`src/rtl/lr_pkg.sv`:
```
// ----------------------------------------------------------------------------
// lr_pkg: shared types and constants for the line rasterizer
// Beat layouts for the command and pixel channels, command codes and step
// direction codes.
// ----------------------------------------------------------------------------
package lr_pkg;

    localparam int COORD_W = 12;
    localparam int COLOR_W = 24;

    // command codes
    localparam logic CMD_BEGIN   = 1'b0;
    localparam logic CMD_ADVANCE = 1'b1;

    // step direction codes (two's complement of -1, 0, +1)
    localparam logic [1:0] DIR_NONE = 2'b00;
    localparam logic [1:0] DIR_POS  = 2'b01;
    localparam logic [1:0] DIR_NEG  = 2'b11;

    typedef struct packed {
        logic               command;
        logic [COORD_W-1:0] start_x;
        logic [COORD_W-1:0] start_y;
        logic [COORD_W-1:0] end_x;
        logic [COORD_W-1:0] end_y;
        logic [COLOR_W-1:0] pixel_color;
    } t_in_item;

    typedef struct packed {
        logic [COORD_W-1:0] pixel_x;
        logic [COORD_W-1:0] pixel_y;
        logic [COLOR_W-1:0] out_color;
        logic               last_pixel;
        logic               no_pixel;
    } t_out_item;

endpackage

```
`src/rtl/line_rasterizer.sv`:
```
// ----------------------------------------------------------------------------
// line_rasterizer: Bresenham line generator
// Begin beats set up a line and return its start pixel; advance beats walk
// the line one pixel at a time, or return a no-pixel beat when no line is active.
// ----------------------------------------------------------------------------
// A command beat gives its pixel beat in the next cycle (one result register).
// Throughput: 1 command per cycle while the pixel side takes each beat; set by
//   the single decision add/compare between the line state registers and the result register.
// Input ready stays high while the result register is empty or being taken.
// Reset (synchronous, active low) empties the output and drops any line.
module line_rasterizer
    import lr_pkg::*;
#(
    parameter int COORD_BITS = 12
) (
    input  logic      i_clk,
    input  logic      i_rst_n,
    input  logic      i_in_valid,
    output logic      o_in_ready,
    input  t_in_item  i_in_item,
    output logic      o_out_valid,
    input  logic      i_out_ready,
    output t_out_item o_out_item
);

    localparam int CW = COORD_BITS;     // coordinate width
    localparam int TW = COORD_BITS + 2; // doubled delta width
    localparam int DW = COORD_BITS + 3; // decision term width (signed)
    localparam int SW = COORD_BITS + 1; // step counter width

    // step a coordinate by one in the given direction, wrapping
    function automatic logic [CW-1:0] move_coord(input logic [CW-1:0] c,
                                                 input logic [1:0]    dir);
        logic [CW-1:0] res;
        res = c;
        if (dir == DIR_POS) begin
            res = c + CW'(1);
        end else if (dir == DIR_NEG) begin
            res = c - CW'(1);
        end
        return res;
    endfunction

    // line state
    logic [CW-1:0]    r_cur_x, n_cur_x;
    logic [CW-1:0]    r_cur_y, n_cur_y;
    logic [DW-1:0]    r_decision, n_decision;
    logic [TW-1:0]    r_twice_minor, n_twice_minor;
    logic [TW-1:0]    r_twice_major, n_twice_major;
    logic [SW-1:0]    r_steps_left, n_steps_left;
    logic [1:0]       r_x_dir, n_x_dir;
    logic [1:0]       r_y_dir, n_y_dir;
    logic             r_x_major, n_x_major;
    logic             r_active, n_active;
    logic [COLOR_W-1:0] r_color, n_color;

    // result register
    logic      r_out_valid;
    t_out_item r_out_item, n_out_item;

    logic in_fire;

    // begin setup terms
    logic [CW-1:0] sx, sy, ex, ey, dx, dy, major, minor, mx, my;

    assign o_in_ready = !r_out_valid || i_out_ready;
    assign in_fire    = i_in_valid && o_in_ready;

    assign sx = CW'(i_in_item.start_x);
    assign sy = CW'(i_in_item.start_y);
    assign ex = CW'(i_in_item.end_x);
    assign ey = CW'(i_in_item.end_y);
    assign dx = (ex > sx) ? ex - sx : sx - ex;
    assign dy = (ey > sy) ? ey - sy : sy - ey;
    assign major = (dx > dy) ? dx : dy;
    assign minor = (dx > dy) ? dy : dx;

    // next state and result
    always_comb begin
        n_cur_x       = r_cur_x;
        n_cur_y       = r_cur_y;
        n_decision    = r_decision;
        n_twice_minor = r_twice_minor;
        n_twice_major = r_twice_major;
        n_steps_left  = r_steps_left;
        n_x_dir       = r_x_dir;
        n_y_dir       = r_y_dir;
        n_x_major     = r_x_major;
        n_active      = r_active;
        n_color       = r_color;
        n_out_item    = '0;
        mx            = r_cur_x;
        my            = r_cur_y;

        if (i_in_item.command == CMD_BEGIN) begin
            n_x_dir       = (ex > sx) ? DIR_POS : ((ex == sx) ? DIR_NONE : DIR_NEG);
            n_y_dir       = (ey > sy) ? DIR_POS : ((ey == sy) ? DIR_NONE : DIR_NEG);
            n_x_major     = dx > dy;
            n_twice_major = TW'({major, 1'b0});
            n_twice_minor = TW'({minor, 1'b0});
            n_decision    = DW'({minor, 1'b0}) - DW'(major);
            n_steps_left  = SW'(major);
            n_cur_x       = sx;
            n_cur_y       = sy;
            n_color       = i_in_item.pixel_color;
            n_active      = major != '0;
            n_out_item.pixel_x    = COORD_W'(sx);
            n_out_item.pixel_y    = COORD_W'(sy);
            n_out_item.out_color  = i_in_item.pixel_color;
            n_out_item.last_pixel = major == '0;
        end else if (!r_active) begin
            n_out_item.no_pixel = 1'b1;
        end else begin
            // minor axis steps on a non-negative decision term
            if (r_decision[DW-1]) begin
                n_decision = r_decision + DW'(r_twice_minor);
            end else begin
                n_decision = r_decision + DW'(r_twice_minor) - DW'(r_twice_major);
                if (r_x_major) begin
                    my = move_coord(r_cur_y, r_y_dir);
                end else begin
                    mx = move_coord(r_cur_x, r_x_dir);
                end
            end
            // major axis always steps
            if (r_x_major) begin
                mx = move_coord(r_cur_x, r_x_dir);
            end else begin
                my = move_coord(r_cur_y, r_y_dir);
            end
            n_cur_x      = mx;
            n_cur_y      = my;
            n_steps_left = r_steps_left - SW'(1);
            n_active     = n_steps_left != '0;
            n_out_item.pixel_x    = COORD_W'(mx);
            n_out_item.pixel_y    = COORD_W'(my);
            n_out_item.out_color  = r_color;
            n_out_item.last_pixel = n_steps_left == '0;
        end
    end

    // state update on accepted command beats
    always_ff @(posedge i_clk) begin
        if (!i_rst_n) begin
            r_cur_x       <= '0;
            r_cur_y       <= '0;
            r_decision    <= '0;
            r_twice_minor <= '0;
            r_twice_major <= '0;
            r_steps_left  <= '0;
            r_x_dir       <= DIR_NONE;
            r_y_dir       <= DIR_NONE;
            r_x_major     <= 1'b0;
            r_active      <= 1'b0;
            r_color       <= '0;
        end else if (in_fire) begin
            r_cur_x       <= n_cur_x;
            r_cur_y       <= n_cur_y;
            r_decision    <= n_decision;
            r_twice_minor <= n_twice_minor;
            r_twice_major <= n_twice_major;
            r_steps_left  <= n_steps_left;
            r_x_dir       <= n_x_dir;
            r_y_dir       <= n_y_dir;
            r_x_major     <= n_x_major;
            r_active      <= n_active;
            r_color       <= n_color;
        end
    end

    // output valid
    always_ff @(posedge i_clk) begin
        if (!i_rst_n) begin
            r_out_valid <= 1'b0;
        end else if (in_fire) begin
            r_out_valid <= 1'b1;
        end else if (i_out_ready) begin
            r_out_valid <= 1'b0;
        end
    end

    // output payload
    always_ff @(posedge i_clk) begin
        if (in_fire) begin
            r_out_item <= n_out_item;
        end
    end

    assign o_out_valid = r_out_valid;
    assign o_out_item  = r_out_item;

endmodule

```
`config.mk`:
```
export PLATFORM = sky130hd
export DESIGN_NAME = line_rasterizer
export DESIGN_NICKNAME = d
export VERILOG_FILES = /design/src/rtl/lr_pkg.sv /design/src/rtl/line_rasterizer.sv
export SDC_FILE = /design/constraint.sdc
export NUM_CORES = 1
export LEC_CHECK = 0
export ABC_AREA = 1
export BUFFER_PORTS_ARGS = -buffer_cell sky130_fd_sc_hd__buf_2
export CORE_MARGIN = 4
export CORE_UTILIZATION = 61
export CTS_BUF_LIST = sky130_fd_sc_hd__clkbuf_16
export CTS_CLUSTER_DIAMETER = 30
export DETAILED_ROUTE_END_ITERATION = 8
export PLACE_DENSITY = 0.82
export SYNTH_ARGS = -nofsm -noshare
export SYNTH_HDL_FRONTEND = slang
export SYNTH_SLANG_ARGS = --single-unit
```
`constraint.sdc`:
```
create_clock -name i_clk -period 5.7 [get_ports i_clk]
set_input_delay 0.285 -clock i_clk [delete_from_list [all_inputs] [get_ports i_clk]]
set_output_delay 0.285 -clock i_clk [all_outputs]
set_load 0.05 [all_outputs]
```
### After elaboration in Yosys (flattened, before gate mapping)

Index checks and enable logic that the tools add are counted.
Widths: inputs -> output; s select.

| word-level totals | value |
|---|---|
| register bits | 157 |
| input bits | 77 |
| logic and storage cells | 82 |
| output and inout port bits | 52 |

| operators by class | value |
|---|---|
| add/subtract/negate cells | 12 |
| reductions and logical operators | 10 |
| multiplexer cells | 32 |
| eq/ne operators | 7 |
| bitwise operators | 1 |
| $lt $le $gt $ge | 3 |

Operators by type and width:

| kind | number |
|---|---|
| $mux 12 | 16 |
| $mux 49 | 2 |
| $sub 12x12->12 | 4 |
| $mux 15 | 3 |
| $gt 12x12->1 | 3 |
| $mux 13 | 2 |
| $add 12x1->12 const B | 2 |
| $eq 12x12->1 | 2 |
| $sub 12x1->12 const B | 2 |
| $add 15x13->15 | 1 |
| $sub 15x13->15 | 1 |
| $sub 13x12->14 | 1 |
| $logic_not 13->1 | 1 |
| $reduce_bool 13->1 | 1 |
| $sub 13x1->13 const B | 1 |
| $logic_not 12->1 | 1 |
| $reduce_bool 12->1 | 1 |
| $mux 2 | 4 |
| $mux 1 | 5 |
| $eq 2x1->1 const B | 2 |
| $eq 2x2->1 const B | 2 |
| $reduce_and 2->1 | 2 |
| $ne 2x1->1 const B | 1 |
| $reduce_bool 2->1 | 1 |
| other kinds (4) | 4 |

### Depth between registers and ports, before layout

Gate-level depths: netlist of run 1.

| depth | value |
|---|---|
| word-level depth | 7 |
| depth in mapped cells | 40 |
| gate-level depth less buffers | 38 |

### Least setup slack after synthesis of run 1

OpenSTA, ideal clock, no wires.

| timing | value |
|---|---|
| kind | input-to-reg |
| start point | input port i_in_item[24] in the netlist's numbering |
| end point | register r_decision[11] |
| stages on the path | 38 |
| data arrival time | 4.740 ns |
| library setup time | 0.122 ns |
| data required time | 5.578 ns |
| path buffers | 4 |
| slack | 0.838 ns |
| cells stage by stage | inv_1 > ha_1 > inv_1 > fa_1 > nand3_1 > nand2_2 > nand3_4 > nand3_4 > nand2_4 > buf_12 > nor2_2 > a31oi_1 > xnor2_1 > ha_1 > nand2_1 > nor2_1 > nand2_1 > clkinv_1 > [... 2 more ...] > nand2_1 > buf_4 > buf_2 > buf_1 > o21ai_0 > ha_1 > nand2_1 > nand3b_1 > nand2_1 > nand3_2 > nand2_1 > nand3_2 > nand2_2 > nand2_2 > nand2_1 > nand2_1 > nand3_1 > a21oi_2 |

| between the ends | value |
|---|---|
| longest elaborated chain between the ends | 6 |
| elaborated cells on any way between the ends | 9 |

Ends and longest elaborated chain:

| item | RTL line | text |
|---|---|---|
| from (decl) | line_rasterizer.sv:20 | `input t_in_item i_in_item,` |
| $sub 12x12->12 / $gt 12x12->1 (equally long branches) | line_rasterizer.sv:74 | `assign dy = (ey > sy) ? ey - sy : sy - ey;` |
| $mux 12 * | line_rasterizer.sv:74 |  |
| $gt 12x12->1 | line_rasterizer.sv:76 | `assign minor = (dx > dy) ? dy : dx;` |
| $mux 12 * | line_rasterizer.sv:76 |  |
| net minor[1] | line_rasterizer.sv:64 | `logic [CW-1:0] sx, sy, ex, ey, dx, dy, major, minor, mx, my;` |
| $sub 13x12->14 * | line_rasterizer.sv:101 | `n_decision = DW'({minor, 1'b0}) - DW'(major);` |
| $mux 15 * | line_rasterizer.sv:95 | `if (i_in_item.command == CMD_BEGIN) begin` |
| to (signal assigned) | line_rasterizer.sv:159 | `r_decision <= n_decision;` |
| to (decl) | line_rasterizer.sv:47 | `logic [DW-1:0] r_decision, n_decision;` |

Mark *: on every way through the listed nets, which the timed path passes. The rest lies on a longest branch.
A chain may end at the register's enable or synchronous reset.

### Worst setup path in the final report of run 1

| timing | value |
|---|---|
| start point | input port i_in_item[48] in the netlist's numbering |
| end point | register r_decision[12] |

| between the ends | value |
|---|---|
| longest elaborated chain between the ends | 6 |
| elaborated cells on any way between the ends | 9 |

Ends and longest elaborated chain:

| item | RTL line |
|---|---|
| $sub 12x12->12 / $gt 12x12->1 (equally long branches) | line_rasterizer.sv:74 |
| $mux 12 * | line_rasterizer.sv:74 |
| $gt 12x12->1 | line_rasterizer.sv:75, line_rasterizer.sv:76 |
| $mux 12, on equally long branches | line_rasterizer.sv:76, line_rasterizer.sv:75 |
| $sub 13x12->14 * | line_rasterizer.sv:101 |
| $mux 15 * | line_rasterizer.sv:95 |

Mark *: on every way between the ends. The rest lies on a longest branch, timed or not.

==> reports/qor_table.md, run 1 <==
| Metric | Reported |
|:---|:---|
| Yosys warning count | 0 |
| Remaining global-route overflow | 0 |
| CTS clk-pin slew, worst paths | 0.08 ns |
| Pin count of the biggest net entering global routing | 75 |
| Count of clock tree sinks | 156 |
| Die X-Extent | 153.4 um |
| Pwr per Cell Area | 383.8 nW/um2 |
| Routed Wire Length | 37120 um |
| Worst reg-to-reg path cell count | 25 |
| Initial cell density of the core | 0.6292 |
| Sequential cell area in the final layout | 3623 um2 |
| Area of the die | 23530 um2 |
| Post-CTS Hold Fix Bufs | 0 |
| All-layer global routing usage | 0.3098 |
| Ranking of synthesized cells by area | dfxtp_1, nand2_1, edfxtp_1 |
| Syn Std Cell Area | 12900 um2 |
| Most used standard cells in the synthesized netlist | nand2_1, inv_1, o21ai_0 |
| Fraction of layout instances using a drive strength above 1 | 0.1362 |
| Number of library cell types mapped by synthesis | 57 |
| Post-DRT Antenna Nets | 0 |
| Smallest hold slack | 0.1433 ns |
| Setup repair after global routing missed its margin | no |
| Outcome | complete, no violations |
| Most common cell in the netlist | nand2_1 |
| Crit-path max FO | 21 |
| Synthesized area divided by synthesized cell count | 6.841 um2 |
| Clk network pwr share | 0.211 |
| Number of post-CTS setup repair buffers | 0 |
| Gate count after technology mapping | 1885 |
| Endpoint kind of the worst setup timing path | flop |
| Hold EP | o_out_item[18] |
| Post-synth top flop | dfxtp_1 |
| Height of the die | 153.4 um |
| Buffer type at the clock tree root | clkbuf_16 |
| Hold path start | i_in_item[16] |
| Buffer levels on the longest clock path | 2 |
| Total of cells resized after clock tree synthesis | 0 |
| Sequential Power Share | 0.243 |
| End of the worst register-to-register path | r_decision[14] |
| Relative slew margins | 0.1914 |
| Most frequent cell on the critical path | nand2_1 |
| Post-synth net total | 2064 |
| Worst EP required | 6.08 ns |
| Switching part of the total power | 0.4805 |
| Routability congestion estimate | 1.020 |
| Count of state elements after synthesis | 156 |
| Number of antenna violations at the first check in global routing | 2 |
| CP top delay family | simple AND/OR/NAND/NOR gates |
| Final period util | 0.8756 |
| Max_cap viols | 0 |
| Crit Reg-Reg Startpoint | r_decision[1] |
| Final Core Density | 0.6930 |
| Number of nets in the final layout | 2148 |
| Area of combinational cells with multiple inputs | 7736 um2 |
| Top cell type's share of synthesized area | 0.1645 |
| Vias per inst | 5.615 |
| # H-tree levels | 4 |
| Layout area overhead | 10.13% |
| Total number of vias | 12650 |
| Clock latency on the worst-skew pair | 0.44 ns |
| Worst slew pin tran | 1.213 ns |
| Ys async rst share | 0 |
| Final setup fails | 0 |
| Time the final worst path needs with I/O delays and setup | 4.991 ns |
| Summed negative setup slack over all endpoints | 0 ns |
| Arrival time worst endpoint | 5.37 ns |
| Area of the core region | 20490 um2 |
| Count of flip-flops with a built-in enable after synthesis | 50 |
| Post-synthesis sequential area ratio | 0.2810 |
| Number of I/O pins | 129 |
| Vias in the first global route | 12110 |
| Largest clock skew in the final design | 0.01879 ns |
| Slowest cell delay on critical path | 0.50 ns |
| Detailed-placement wirelength estimate | 28130 um |
| Critical Path Slowest Stage Cell | nand2_1 |
| TritonCTS Buffers | 17 |
| Gate power share | 0.547 |
| Critical path startpoint category | primary input |
| Hold Path Stages | 3 |
| Total DRC errors in the routed layout | 0 |
| Register-to-Register Setup Slack | 1.63 ns |
| Final Slew Violations | 0 |
| TritonCTS clock tree | done |
| Switching power of the nets | 2.620 mW |
| DR pass1 iterations | 6 |
| Count of input and output buffers | 128 |
| Initial detailed-routing violation count | 1086 |
| Maximum achievable frequency | 200.4 MHz |
| Buf/Inv on CP | 5 |
| Top cell type by total area after synthesis | dfxtp_1 |
| Highest ir drop seen on vdd | 0.0002246 V |
| Hold Crit Class | in -> reg |
| Internal power contribution | 2.832 mW |
| Number of antenna repair diodes | 0 |
| Post-detailed-route wirelength per cell | 16.48 um |
| Post-layout total power | 5.451 mW |
| Number of inserted filler cells in the final layout | 1742 |
| First-pass GRT wire length | 59730 um |
| Count of final hold-check violations | 0 |
| Cell leakage power | 7.176 nW |
| # rows | 52 |
| Worst setup path class | in -> reg |
flip-flops by register name (all words and copies together), names as in the netlist, 12 cells and up:
name           flops
o_out_item        50
r_color           24
r_cur_x           12
r_cur_y           12
r_decision        14
r_steps_left      13
r_twice_major     12
r_twice_minor     12
tightest hold or removal path: cells and delay by family:
kind,cells,cell delay [ns]
buf+inv,1,0.09
compound gates,1,0.06
simple gates,1,0.04
power by group through the flow:
stage	Sequential (mW)	Combinational, mW	Clock [mW]
after global placement	1.34	2.85	0
after CTS	1.32	2.93	1.16
after global routing	1.33	3.31	1.21
final	1.32	2.98	1.15
after detailed placement	1.34	2.90	0
after floorplan	1.42	2.19	0
routing by layer:
metal  wire (um)  GRT usage
met2       17190     0.5241
met3        2696    0.04948
met4        1163     0.1077
met5          13          0
met1       16050     0.4036
placed cells by master (no fill, tap or decap), types with 8 or more instances in the layout:
cell	count
o21ai_0	158
nand3_1	98
xor2_1	64
inv_2	11
buf_2	128
xnor2_1	10
nor3_1	15
a21oi_1	153
nand2_4	8
nor2_1	112
clkbuf_16	17
nand2_1	426
nand4_1	17
nand3_2	8
nor2_2	8
o211ai_1	39
edfxtp_1	50
nand2_2	32
ha_1	95
buf_4	11
inv_1	299
o21bai_1	13
dfxtp_1	106
cell type report:
class                   instances  share of cell area
inverters                     315             0.08343
repair buffers                139             0.05092
clock buffers                  17             0.02995
clock inverters                15             0.01207
multi-input cells            1340              0.5447
flip-flops and latches        156              0.2551
well taps                     270             0.02379
through the flow:
step / instances / worst slack (ns) / instance area, um2
after floorplan: 1885 / 0.8382 / 12900
after global placement: 2220 / 0.4750 / 13610
after detailed placement: 2220 / 0.3911 / 13610
after CTS: 2252 / 0.8477 / 14200
after global routing: 2252 / 0.2352 / 14200
final: 2252 / 0.7090 / 14200
kinds of logic after synthesis:
kind of cell	Yosys count	synth area share
and+or+nand+nor	749	0.2604
xor gates and xnor gates	75	0.05152
AOI/OAI and AO/OA	413	0.1829
DFF	156	0.2810
adders and majority gates	102	0.1030
muxes	1	0.001067
buffers and inverters	389	0.1201
worst max-delay path by stage:
stage / slack, ns / cells after the start / to / from
2_1_floorplan: 0.84 / 38 / r_decision[11] / i_in_item[24]
3_3_place_gp: 0.48 / 33 / r_decision[12] / i_in_item[39]
3_5_place_dp: 0.39 / 33 / r_decision[12] / i_in_item[24]
4_1_cts: 0.85 / 33 / r_decision[12] / i_in_item[24]
5_1_grt: 0.24 / 33 / r_decision[12] / i_in_item[24]
6_report: 0.71 / 32 / r_decision[12] / i_in_item[48]
Note: power is estimated with default switching activity, not from simulation.
==> run 2: changes to the inputs <==
--- a/config.mk
+++ b/config.mk
@@ -12,7 +12,7 @@
 export CTS_BUF_LIST = sky130_fd_sc_hd__clkbuf_16
 export CTS_CLUSTER_DIAMETER = 30
 export DETAILED_ROUTE_END_ITERATION = 8
-export PLACE_DENSITY = 0.82
+export PLACE_DENSITY_LB_ADDON = 0.1
 export SYNTH_ARGS = -nofsm -noshare
 export SYNTH_HDL_FRONTEND = slang
 export SYNTH_SLANG_ARGS = --single-unit
==> run 2 against run 1 <==
Via count rose by 0.18%. Critical path depth did not move. Core utilization rose by 0.098 points. Largest power group unchanged. Sequential share of layout area about the same. Register-to-register slack better by 0.16 ns. Critical endpoint is now r_decision[8]. Combinational power about the same. Count of clock-buffer cells in the layout unchanged. Final cell count barely moved.
==> reports/qor_table.md, run 2 (synthesized netlist as in run 1, its figures left out) <==
| Metric | Reported | Delta |
|:---|:---|:---|
| Outcome | complete, no violations |  |
| Number of nets in the final layout | 2150 | +0.093% |
| Setup crit start | i_in_item[36] |  |
| Relative slew margins | 0.2906 | +0.09924 |
| All-layer global routing usage | 0.3013 | -0.008552 |
| Layout area overhead | 10.28% |  |
| Height of the die | 153.4 um | unchanged |
| Count of clock tree sinks | 156 | unchanged |
| Maximum achievable frequency | 206.5 MHz | +3.1% |
| CTS clk-pin slew, worst paths | 0.07 ns | about the same |
| Number of antenna repair diodes | 0 | unchanged |
| Hold Path Stages | 3 | unchanged |
| Final setup fails | 0 | unchanged |
| Total of cells resized after clock tree synthesis | 0 | unchanged |
| Cell leakage power | 7.195 nW | +0.26% |
| Register-to-Register Setup Slack | 1.79 ns | +0.16 ns |
| TritonCTS clock tree | done |  |
| Hold Crit Class | in -> reg |  |
| Final Core Density | 0.6940 | +0.0009770 |
| Highest ir drop seen on vdd | 0.0004349 V | +94% |
| Fraction of layout instances using a drive strength above 1 | 0.1366 | +0.0003667 |
| # rows | 52 | unchanged |
| Min setup slack post-route | 0.8585 ns | +0.1495 ns |
| Crit Reg-Reg Startpoint | r_twice_minor[1] |  |
| End of the worst register-to-register path | r_decision[14] |  |
| Area of the die | 23530 um2 | unchanged |
| Initial cell density of the core | 0.6292 | unchanged |
| TritonCTS Buffers | 17 | unchanged |
| Number of inserted filler cells in the final layout | 1814 | +4.1% |
| Number of I/O pins | 129 | unchanged |
| CP top delay family | simple AND/OR/NAND/NOR gates |  |
| Slowest cell delay on critical path | 0.44 ns | -0.06 ns |
| Post-DRT Antenna Nets | 0 | unchanged |
| Most used cells in the layout excluding fill and tap cells | nand2_1, inv_1, o21ai_0 |  |
| Most frequent cell on the critical path | nand2_1 |  |
| Area of the core region | 20490 um2 | unchanged |
| Largest clock skew in the final design | 0.01070 ns | -0.008091 ns |
| Final Non-Filler Cells | 2254 | +0.089% |
| Critical Path Slowest Stage Cell | fa_1 |  |
| Hold EP | o_out_item[23] |  |
| Max_cap viols | 0 | unchanged |
| Final Slew Violations | 0 | unchanged |
| Arrival time worst endpoint | 5.21 ns | -0.16 ns |
| Buffer type at the clock tree root | clkbuf_16 |  |
| Count of input and output buffers | 128 | unchanged |
| Vias per inst | 5.621 | about the same |
| Worst setup path class | in -> reg |  |
| Endpoint kind of the worst setup timing path | flop |  |
| Hold path start | i_in_item[21] |  |
| Number of post-CTS setup repair buffers | 0 | unchanged |
| Routability congestion estimate | 0.9810 | -3.8% |
| Crit-path max FO | 19 | -9.5% |
| Number of flip-flops in the largest register | 50 | unchanged |
| Sequential cell area in the final layout | 3623 um2 | unchanged |
| Summed negative setup slack over all endpoints | 0 ns | unchanged |
| Worst reg-to-reg path cell count | 25 | unchanged |
| Total number of vias | 12670 | +0.18% |
| Post-CTS Hold Fix Bufs | 0 | unchanged |
| Buffer levels on the longest clock path | 2 | unchanged |
| Post-detailed-route wirelength per cell | 16.10 um | -2.3% |
| Remaining global-route overflow | 0 | unchanged |
| Worst slew pin tran | 1.063 ns | -0.1504 ns |
| Leading cell type in the layout, fill and taps excluded | nand2_1 |  |
| Number of placed cells counting well taps | 2222 | +0.090% |
| DR pass1 iterations | 5 | -1 |
| Smallest hold slack | 0.1504 ns | +0.007146 ns |
| Worst EP required | 6.07 ns | about the same |
| Setup repair after global routing missed its margin | no |  |
| Total DRC errors in the routed layout | 0 | unchanged |
| Pin count of the biggest net entering global routing | 74 | -1.3% |
| # H-tree levels | 4 | unchanged |
| Critical path startpoint category | primary input |  |
| Detailed-placement wirelength estimate | 27800 um | -1.2% |
| Routed Wire Length | 36300 um | -2.2% |
| First-pass GRT wire length | 58200 um | -2.6% |
| Clock latency on the worst-skew pair | 0.43 ns | about the same |
| Initial detailed-routing violation count | 1053 | -3.0% |
| Count of final hold-check violations | 0 | unchanged |
| Time the final worst path needs with I/O delays and setup | 4.842 ns | -0.1495 ns |
| Buf/Inv on CP | 6 | +1 |
| Pwr per Cell Area | 385.6 nW/um2 | +0.47% |
| Area of combinational cells with multiple inputs | 7736 um2 | unchanged |
| Number of antenna violations at the first check in global routing | 0 | -2 |
| Die X-Extent | 153.4 um | unchanged |
| DP Worst Slack | 0.5131 ns | +0.1220 ns |
| Vias in the first global route | 11630 | -4.0% |
| Final period util | 0.8494 | -0.02622 |
[run 2: layout make-up]
| class | count | area share |
|---|---|---|
| Tap cell | 270 | 0.02375 |
| Clock buffer | 17 | 0.02991 |
| Inverter | 315 | 0.08331 |
| Multi-Input combinational cell | 1340 | 0.5439 |
| Timing Repair Buffer | 141 | 0.05190 |
| Sequential cell | 156 | 0.2548 |
| Clock inverter | 15 | 0.01240 |
[run 2: worst max path at each step]
stage,end,slack [ns],depth (start not counted)
floorplan,r_decision[11],0.84,38
global placement,r_decision[11],0.66,36
detailed placement,r_decision[12],0.51,33
CTS,r_decision[8],0.94,32
global route,r_decision[8],0.34,32
finish,r_decision[8],0.86,32
[run 2: power by group]
part | total (mW) | switching [mW] | internal, mW | leakage (nW)
logic | 2.98 | 1.98 | 0.997 | 5.53
registers | 1.32 | 0.0656 | 1.26 | 1.37
clock network | 1.18 | 0.519 | 0.662 | 0.294
[run 2: layer usage]
| layer | vias to the layer above | share of wire | global-route usage | wire length, um |
|---|---|---|---|---|
| met5 | - | 0 | 0 | 0 |
| li1 | 6282 | - | - | - |
| met4 | 0 | 0.021 | 0.07990 | 767 |
| met2 | 494 | 0.47 | 0.5057 | 16880 |
| met3 | 63 | 0.079 | 0.05400 | 2881 |
| met1 | 5830 | 0.43 | 0.4027 | 15770 |
[run 2: stage by stage]
stage / instance area [um2] / total power [mW]
after floorplan: 12900 / 3.610
after global placement: 13620 / 4.213
after detailed placement: 13620 / 4.253
after CTS: 14220 / 5.448
after global routing: 14220 / 5.884
final: 14220 / 5.485
[run 2: worst min-delay path: cells and delay by family]
kind / cells / cell delay [ns]
compound gates: 1 / 0.06
buf+inv: 1 / 0.09
simple gates: 1 / 0.04
